[src/rtl/stk_pkg.sv]
package stk_pkg;

  localparam int DEPTH   = 16;
  localparam int DATA_W  = 32;
  localparam int CAP_W   = 5;
  localparam int OP_W    = 3;
  localparam int POS_W   = 5;
  localparam int CNTF_W  = 5;
  localparam int CNT_W   = $clog2(DEPTH + 1);
  localparam int IDX_W   = $clog2(DEPTH);

  typedef logic signed [DATA_W-1:0] word_t;
  typedef logic [CNT_W-1:0]         cnt_t;
  typedef logic [IDX_W-1:0]         idx_t;
  typedef logic [CNTF_W-1:0]        cntf_t;

  typedef enum logic [OP_W-1:0] {
    OP_PUSH   = 3'd0,
    OP_POP    = 3'd1,
    OP_TOP    = 3'd2,
    OP_BOTTOM = 3'd3,
    OP_PEEK   = 3'd4
  } op_e;

  typedef enum logic [1:0] {
    ST_OK       = 2'd0,
    ST_OVERFLOW = 2'd1,
    ST_EMPTY    = 2'd2,
    ST_BADPOS   = 2'd3
  } status_e;

  typedef struct packed {
    logic push;
    logic pop;
  } shift_t;

  typedef struct packed {
    word_t   read_data;
    status_e status;
    logic    is_empty;
    logic    is_full;
    cntf_t   entry_count;
  } rsp_t;

endpackage

[src/rtl/stk_ifs.sv]
interface stk_cfg_if;
  logic                       valid;
  logic                       ready;
  logic [stk_pkg::CAP_W-1:0]  capacity;

  modport source (output valid, output capacity, input ready);
  modport sink (input valid, input capacity, output ready);
endinterface

interface stk_req_if;
  logic                        valid;
  logic                        ready;
  logic [stk_pkg::OP_W-1:0]    opcode;
  logic signed [stk_pkg::DATA_W-1:0] push_value;
  logic [stk_pkg::POS_W-1:0]   position;

  modport source (output valid, output opcode, output push_value, output position,
                  input ready);
  modport sink (input valid, input opcode, input push_value, input position,
                output ready);
endinterface

interface stk_rsp_if;
  logic                        valid;
  logic                        ready;
  logic signed [stk_pkg::DATA_W-1:0] read_data;
  logic [1:0]                  status;
  logic                        is_empty;
  logic                        is_full;
  logic [stk_pkg::CNTF_W-1:0]  entry_count;

  modport source (output valid, output read_data, output status, output is_empty,
                  output is_full, output entry_count, input ready);
  modport sink (input valid, input read_data, input status, input is_empty,
                input is_full, input entry_count, output ready);
endinterface

[src/rtl/stk_cell.sv]
module stk_cell (
  input  logic            clk_i,
  input  stk_pkg::shift_t shift_i,
  input  stk_pkg::word_t  upper_i,
  input  stk_pkg::word_t  lower_i,
  output stk_pkg::word_t  data_o
);

  stk_pkg::word_t data_q, data_d;

  always_comb begin
    data_d = data_q;
    if (shift_i.push) begin
      data_d = upper_i;
    end else if (shift_i.pop) begin
      data_d = lower_i;
    end
  end

  always_ff @(posedge clk_i) begin
    data_q <= data_d;
  end

  assign data_o = data_q;

endmodule

[src/rtl/array_stack_with_peek_unit.sv]
// LIFO stack of signed words held in a row of cells, cell 0 being the top: a push
// shifts every cell one place down and a pop one place up; one operation is taken
// every cycle while the result register is free or being drained. The result
// appears in the cycle after the request transaction. The user must write capacity
// on the configuration channel only while the stack is idle; the block does not
// enforce this. 0 behaves as 1 and values above the cell count as the cell count.
// Reading the bottom or peeking selects one cell through a single read multiplexer.
module array_stack_with_peek_unit (
  input  logic       clk_i,
  input  logic       rst_ni,
  stk_cfg_if.sink    cfg_i,
  stk_req_if.sink    req_i,
  stk_rsp_if.source  rsp_o
);

  logic [stk_pkg::CAP_W-1:0] cap_q;
  stk_pkg::cnt_t             cnt_q, cnt_d;
  stk_pkg::cnt_t             eff_cap;
  stk_pkg::rsp_t             rsp_q, rsp_d;
  logic                      rsp_valid_q;
  logic                      fire;
  logic                      full, empty;
  stk_pkg::shift_t           shift;
  stk_pkg::idx_t             rd_idx;
  stk_pkg::word_t            rd_word;
  stk_pkg::word_t            cell_data [stk_pkg::DEPTH];

  assign cfg_i.ready = 1'b1;
  assign req_i.ready = !rsp_valid_q || rsp_o.ready;
  assign fire        = req_i.valid && req_i.ready;

  always_comb begin
    if (cap_q == '0) begin
      eff_cap = stk_pkg::cnt_t'(1);
    end else if (int'(cap_q) > stk_pkg::DEPTH) begin
      eff_cap = stk_pkg::cnt_t'(stk_pkg::DEPTH);
    end else begin
      eff_cap = stk_pkg::cnt_t'(cap_q);
    end
  end

  assign full  = cnt_q >= eff_cap;
  assign empty = cnt_q == '0;

  for (genvar g = 0; g < stk_pkg::DEPTH; g++) begin : g_cell
    stk_pkg::word_t upper, lower;
    if (g == 0) begin : g_top
      assign upper = req_i.push_value;
    end else begin : g_mid
      assign upper = cell_data[g-1];
    end
    if (g == stk_pkg::DEPTH - 1) begin : g_last
      assign lower = cell_data[g];
    end else begin : g_inner
      assign lower = cell_data[g+1];
    end
    stk_cell u_cell (
      .clk_i   (clk_i),
      .shift_i (shift),
      .upper_i (upper),
      .lower_i (lower),
      .data_o  (cell_data[g])
    );
  end

  assign rd_word = cell_data[rd_idx];

  always_comb begin
    shift             = '0;
    cnt_d             = cnt_q;
    rd_idx            = '0;
    rsp_d.read_data   = '0;
    rsp_d.status      = stk_pkg::ST_OK;
    case (stk_pkg::op_e'(req_i.opcode))
      stk_pkg::OP_PUSH: begin
        if (full) begin
          rsp_d.status = stk_pkg::ST_OVERFLOW;
        end else begin
          shift.push = fire;
          cnt_d      = cnt_q + 1'b1;
        end
      end
      stk_pkg::OP_POP, stk_pkg::OP_TOP, stk_pkg::OP_BOTTOM: begin
        if (req_i.opcode == stk_pkg::OP_BOTTOM) begin
          rd_idx = stk_pkg::idx_t'(cnt_q - 1'b1);
        end
        if (empty) begin
          rsp_d.status    = stk_pkg::ST_EMPTY;
          rsp_d.read_data = '1;
        end else begin
          rsp_d.read_data = rd_word;
          if (req_i.opcode == stk_pkg::OP_POP) begin
            shift.pop = fire;
            cnt_d     = cnt_q - 1'b1;
          end
        end
      end
      stk_pkg::OP_PEEK: begin
        rd_idx = stk_pkg::idx_t'(req_i.position - 1'b1);
        if (req_i.position == '0 || int'(req_i.position) > int'(cnt_q)) begin
          rsp_d.status    = stk_pkg::ST_BADPOS;
          rsp_d.read_data = '1;
        end else begin
          rsp_d.read_data = rd_word;
        end
      end
      default: begin
      end
    endcase
    rsp_d.is_empty    = cnt_d == '0;
    rsp_d.is_full     = cnt_d >= eff_cap;
    rsp_d.entry_count = stk_pkg::cntf_t'(cnt_d);
  end

  always_ff @(posedge clk_i or negedge rst_ni) begin
    if (!rst_ni) begin
      cap_q       <= stk_pkg::CAP_W'(16);
      cnt_q       <= '0;
      rsp_valid_q <= 1'b0;
    end else begin
      if (cfg_i.valid) begin
        cap_q <= cfg_i.capacity;
      end
      if (fire) begin
        cnt_q       <= cnt_d;
        rsp_valid_q <= 1'b1;
      end else if (rsp_o.ready) begin
        rsp_valid_q <= 1'b0;
      end
    end
  end

  always_ff @(posedge clk_i) begin
    if (fire) begin
      rsp_q <= rsp_d;
    end
  end

  assign rsp_o.valid       = rsp_valid_q;
  assign rsp_o.read_data   = rsp_q.read_data;
  assign rsp_o.status      = rsp_q.status;
  assign rsp_o.is_empty    = rsp_q.is_empty;
  assign rsp_o.is_full     = rsp_q.is_full;
  assign rsp_o.entry_count = rsp_q.entry_count;

`ifndef SYNTHESIS
  a_cnt_bound: assert property (@(posedge clk_i) disable iff (!rst_ni)
    int'(cnt_q) <= stk_pkg::DEPTH)
    else $error("entry count beyond cell count");

  a_push_count: assert property (@(posedge clk_i) disable iff (!rst_ni)
    shift.push |=> cnt_q == $past(cnt_q) + 1'b1)
    else $error("push did not advance the count");

  a_push_top: assert property (@(posedge clk_i) disable iff (!rst_ni)
    shift.push |=> cell_data[0] == $past(req_i.push_value))
    else $error("pushed word not at the top cell");

  a_pop_count: assert property (@(posedge clk_i) disable iff (!rst_ni)
    shift.pop |=> cnt_q == $past(cnt_q) - 1'b1)
    else $error("pop did not drop the count");

  a_rsp_after_req: assert property (@(posedge clk_i) disable iff (!rst_ni)
    fire |=> rsp_valid_q && rsp_q.entry_count == stk_pkg::cntf_t'(cnt_q))
    else $error("result missing or count mismatch after request");
`endif

endmodule
[src/flat_wrapper.sv]
// flat-port wrapper written by rule: the top's interface ports become plain ports
module array_stack_with_peek_unit_flat 
  (clk_i, rst_ni, cfg_i_valid, cfg_i_capacity, cfg_i_ready, req_i_valid, req_i_opcode, req_i_push_value, req_i_position, req_i_ready, rsp_o_valid, rsp_o_read_data, rsp_o_status, rsp_o_is_empty, rsp_o_is_full, rsp_o_entry_count, rsp_o_ready);
  stk_cfg_if cfg_i_i ();
  stk_req_if req_i_i ();
  stk_rsp_if rsp_o_i ();
  input  logic clk_i;
  input  logic rst_ni;
  input wire logic [$bits(cfg_i_i.valid)-1:0] cfg_i_valid;
  input wire logic [$bits(cfg_i_i.capacity)-1:0] cfg_i_capacity;
  output wire logic [$bits(cfg_i_i.ready)-1:0] cfg_i_ready;
  input wire logic [$bits(req_i_i.valid)-1:0] req_i_valid;
  input wire logic [$bits(req_i_i.opcode)-1:0] req_i_opcode;
  input wire logic [$bits(req_i_i.push_value)-1:0] req_i_push_value;
  input wire logic [$bits(req_i_i.position)-1:0] req_i_position;
  output wire logic [$bits(req_i_i.ready)-1:0] req_i_ready;
  output wire logic [$bits(rsp_o_i.valid)-1:0] rsp_o_valid;
  output wire logic [$bits(rsp_o_i.read_data)-1:0] rsp_o_read_data;
  output wire logic [$bits(rsp_o_i.status)-1:0] rsp_o_status;
  output wire logic [$bits(rsp_o_i.is_empty)-1:0] rsp_o_is_empty;
  output wire logic [$bits(rsp_o_i.is_full)-1:0] rsp_o_is_full;
  output wire logic [$bits(rsp_o_i.entry_count)-1:0] rsp_o_entry_count;
  input wire logic [$bits(rsp_o_i.ready)-1:0] rsp_o_ready;
  assign cfg_i_i.valid = cfg_i_valid;
  assign cfg_i_i.capacity = cfg_i_capacity;
  assign cfg_i_ready = cfg_i_i.ready;
  assign req_i_i.valid = req_i_valid;
  assign req_i_i.opcode = req_i_opcode;
  assign req_i_i.push_value = req_i_push_value;
  assign req_i_i.position = req_i_position;
  assign req_i_ready = req_i_i.ready;
  assign rsp_o_valid = rsp_o_i.valid;
  assign rsp_o_read_data = rsp_o_i.read_data;
  assign rsp_o_status = rsp_o_i.status;
  assign rsp_o_is_empty = rsp_o_i.is_empty;
  assign rsp_o_is_full = rsp_o_i.is_full;
  assign rsp_o_entry_count = rsp_o_i.entry_count;
  assign rsp_o_i.ready = rsp_o_ready;
  array_stack_with_peek_unit u_core (.clk_i(clk_i), .rst_ni(rst_ni), .cfg_i(cfg_i_i), .req_i(req_i_i), .rsp_o(rsp_o_i));
endmodule
[config.mk]
export PLATFORM = sky130hd
export DESIGN_NAME = array_stack_with_peek_unit_flat
export DESIGN_NICKNAME = d
export VERILOG_FILES = /design/src/rtl/stk_pkg.sv /design/src/rtl/stk_ifs.sv /design/src/rtl/stk_cell.sv /design/src/rtl/array_stack_with_peek_unit.sv /design/src/flat_wrapper.sv
export SDC_FILE = /design/constraint.sdc
export NUM_CORES = 1
export LEC_CHECK = 0
export BUFFER_PORTS_ARGS = -buffer_cell sky130_fd_sc_hd__buf_2
export CORE_MARGIN = 10
export CORE_UTILIZATION = 60
export CTS_BUF_LIST = sky130_fd_sc_hd__clkbuf_2 sky130_fd_sc_hd__clkbuf_4 sky130_fd_sc_hd__clkbuf_8
export DETAILED_ROUTE_END_ITERATION = 8
export HOLD_SLACK_MARGIN = 0.03
export PLACE_DENSITY_LB_ADDON = 0.12
export SETUP_SLACK_MARGIN = 0.1
export SYNTH_ARGS = -nofsm -noshare
export SYNTH_HDL_FRONTEND = slang
export SYNTH_SLANG_ARGS = --single-unit
[constraint.sdc]
create_clock -name clk_i -period 53.2 [get_ports clk_i]
set_input_delay 10.64 -clock clk_i [delete_from_list [all_inputs] [get_ports clk_i]]
set_output_delay 10.64 -clock clk_i [all_outputs]
set_load 0.03 [all_outputs]
==> impl_metrics.toml <==
[worst_setup_path]
crit_chain = "buf_2 > nand2b_1 > buf_2"
path_buf_inv = 2
cp_slowest_cell = "buf_2"
cp_max_fo = 3
critPathKind = "primary input to output pin"
start_kind = "primary input"
path_depth = 3
cp.arrival_ps = 11070
r2r_cells = 9
required_ps = 42560
cpLargestDelayFamily = "buffers and inverters"
cpPeakStageDelay_ps = 190
endpoint_kind = "output pin"
cpMostUsedCell = "buf_2"

[drt]
met1Wirelength_um = 27000
dr.pass1.iters = 6
met2_length_um = 30300
vias = 16900
wl_per_cell_um = 24.2
dr.max_layer_used = "met4"
drt-initial-drc-count = 1544
wl_um = 62400
drc = 0
vias_per_cell = 6.54
wl_met3_um = 3590
antenna_left = 0

[timing]
finalHoldViolations = 0
tightest_slew_ps = 1210
period_share = 0.408
fin_tns_setup_ps = 0
setup_slack_ps = 31490
period_minus_slack_ps = 21710
rsz0062_at_grt = "false"
finalMaxSlewViolations = 0
maxSlewHeadroom = 0.188
fin_worst_skew_ps = 27.7
fmax_ghz = 0.0461
setup_violations = 0

[placement]
gp_congestion = 0.782
dpl_worst_slack_ps = 31490
postPlaceCellArea_um2 = 28600
portBuffers = 92
hpwl_um = 34100

[synth]
yosysWarnings = 0
ys_async_sr_fraction = 0.0195
synth_area_leader_cell = "edfxtp_1"
netlist_area_um2 = 27800
synthCells = 1837
yosys-top-cells-area = "edfxtp_1 (60%), mux2_2 (16%), mux2_1 (3.6%), mux4_2 (2.0%), nand2_1 (1.2%)"
netlist.area_leader.share = 0.597
syn_nets = 1904
ys_types = 68
synth_edf_count = 553
avgSynthCellArea_um2 = 15.1
seq_area_frac_synth = 0.607
synth_flop_cell = "edfxtp_1"
synth.ff_latch_count = 564

[cells_and_area]
multi_input_area_um2 = 10200
seq_area_um2 = 16900
fin_nets = 1979
syn2layout_area_growth_pct = 9.13
stdcell_area_um2 = 30300
drive_gt1_frac = 0.359
fill_cells = 3245
fin_util = 0.666
num_antenna_cells = 0

[clocking]
clkTransAtPathRegs_ps = 60
post_cts_buffers = 0
cts_tree = "yes"
cts_buffer_depth = 3
root_buffer = "clkbuf_8"
numCtsBuffers = 95
clock_latency_ps = 670
cts_resized = 0
cts_max_level = 3
hold_buffers = 0
clock-sinks = 564

[grt]
grt_max_degree = 206
overflow = 0
antenna_found_initial = 2
grt_pass1_vias = 17200
grt_use_total = 0.218
grt_pass1_wl_um = 97500

[outcome]
status = "completed"

[die]
die_area_um2 = 55300
start_util = 0.610
die_w_um = 235
core-area_um2 = 45600
die_h_um = 235
ios = 94
rows = 78

[pwr]
p_total_mw = 1.04
ir_drop_mv = 0.0225
p_per_area_nw_per_um2 = 34.4
p_leak_nw = 10.2

[min_path]
hold_class = "flop to flop"
hold_path_depth = 0

[flow_run]
cap_violations = 0
synth_stat cells (4+ instances only):
cell / number
a21oi_1: 33
a22o_1: 6
a22oi_1: 25
a311o_1: 7
a32oi_1: 25
and3_1: 12
buf_1: 4
buf_2: 65
buf_4: 4
buf_6: 11
clkbuf_1: 55
dfrtp_1: 10
edfxtp_1: 553
ha_1: 17
inv_1: 16
mux2_1: 89
mux2_2: 398
mux2i_1: 29
mux4_2: 25
nand2_1: 91
nand2b_1: 5
nand3_1: 58
nand3b_1: 26
nor2_1: 15
nor2b_1: 5
nor3_1: 7
o21ai_0: 59
o221a_1: 7
o221a_2: 6
o221ai_1: 32
o22a_1: 28
o22ai_1: 33
o32ai_1: 25
or3_1: 6
xnor2_1: 5
metrics by stage:
stage          hold WS, ps  cells
3_5_place_dp           465   2415
2_1_floorplan          438   1837
3_3_place_gp           458   2415
4_1_cts                463   2580
5_1_grt                476   2580
6_report               467   2580
flip-flops by register name (all words and copies together) (netlist names):
| signal | count |
|---|---|
| u_core.cap_q | 5 |
| u_core.cnt_q | 5 |
| u_core.g_cell.u_cell.data_o | 512 |
| u_core.rsp_o.entry_count | 5 |
| u_core.rsp_o.is_empty | 1 |
| u_core.rsp_o.is_full | 1 |
| u_core.rsp_o.read_data | 32 |
| u_core.rsp_o.status | 2 |
| u_core.rsp_o.valid | 1 |
cell type report:
class                   count  area share
inverters                  16     0.00198
well taps                 600      0.0247
clock buffers             131      0.0524
flip-flops and latches    564       0.557
multi-input cells        1118       0.337
repair buffers            117      0.0222
clock inverters            34     0.00503
worst paths after layout:
kind	start	end	slack, ps
max in group asynchronous	rst_ni	u_core.cap_q[4]	43070
min in group asynchronous	rst_ni	u_core.cnt_q[1]	9850
min	u_core.g_cell[14].u_cell.data_o[10]	u_core.g_cell[15].u_cell.data_o[10]	470
max	rsp_o_ready	req_i_ready	31490
max reg2reg	u_core.cnt_q[0]	u_core.g_cell[3].u_cell.data_o[10]	48310
min reg2reg	u_core.g_cell[14].u_cell.data_o[10]	u_core.g_cell[15].u_cell.data_o[10]	470
cell families after synthesis:
logic type / share of synthesized area
DFF: 0.607
buffers and inverters: 0.0274
adders and majority gates: 0.00765
muxes: 0.228
xor gates and xnor gates: 0.00158
AOI/OAI and AO/OA: 0.0827
other: 0.000135
and+or+nand+nor: 0.0452
worst reg2reg max path, stage by stage, from the launching register on:
cell and delay [ps]:
dfrtp_1 520, inv_1 170, ha_1 230, nor2b_1 130
o21ai_1 220, a31o_2 300, or3_4 540, buf_4 970
buf_4 1130, mux2_2 450
routing by layer:
metal	GRT usage	vias up
li1	-	7562
met1	0.289	8635
met2	0.353	580
met3	0.0430	109
met4	0.0748	0
met5	0	-
power by group:
| part | switching (mW) | internal [mW] |
|---|---|---|
| clock network | 0.169 | 0.192 |
| registers | 0.0125 | 0.508 |
| logic | 0.103 | 0.0601 |
placed cells by master (no fill, tap or decap), types with 4 or more instances in the layout:
cell type	n
edfxtp_1	553
mux2_2	398
clkbuf_8	97
buf_2	92
nand2_1	89
mux2_1	89
o21ai_0	59
nand3_1	58
clkbuf_4	34
o22ai_1	33
o221ai_1	32
a21oi_1	31
mux2i_1	29
o22a_1	27
nand3b_1	26
o32ai_1	25
a32oi_1	25
mux4_2	25
a22oi_1	25
clkinv_1	24
buf_4	23
ha_1	17
nor2_1	15
inv_1	15
and3_1	12
dfrtp_1	10
nor3_1	7
a311o_1	7
o221a_1	7
o221a_2	6
a22o_1	6
clkinv_2	6
or3_1	5
xnor2_1	5
nand2b_1	5
nor2b_1	4
No activity file was read; power rests on OpenSTA's default activity.
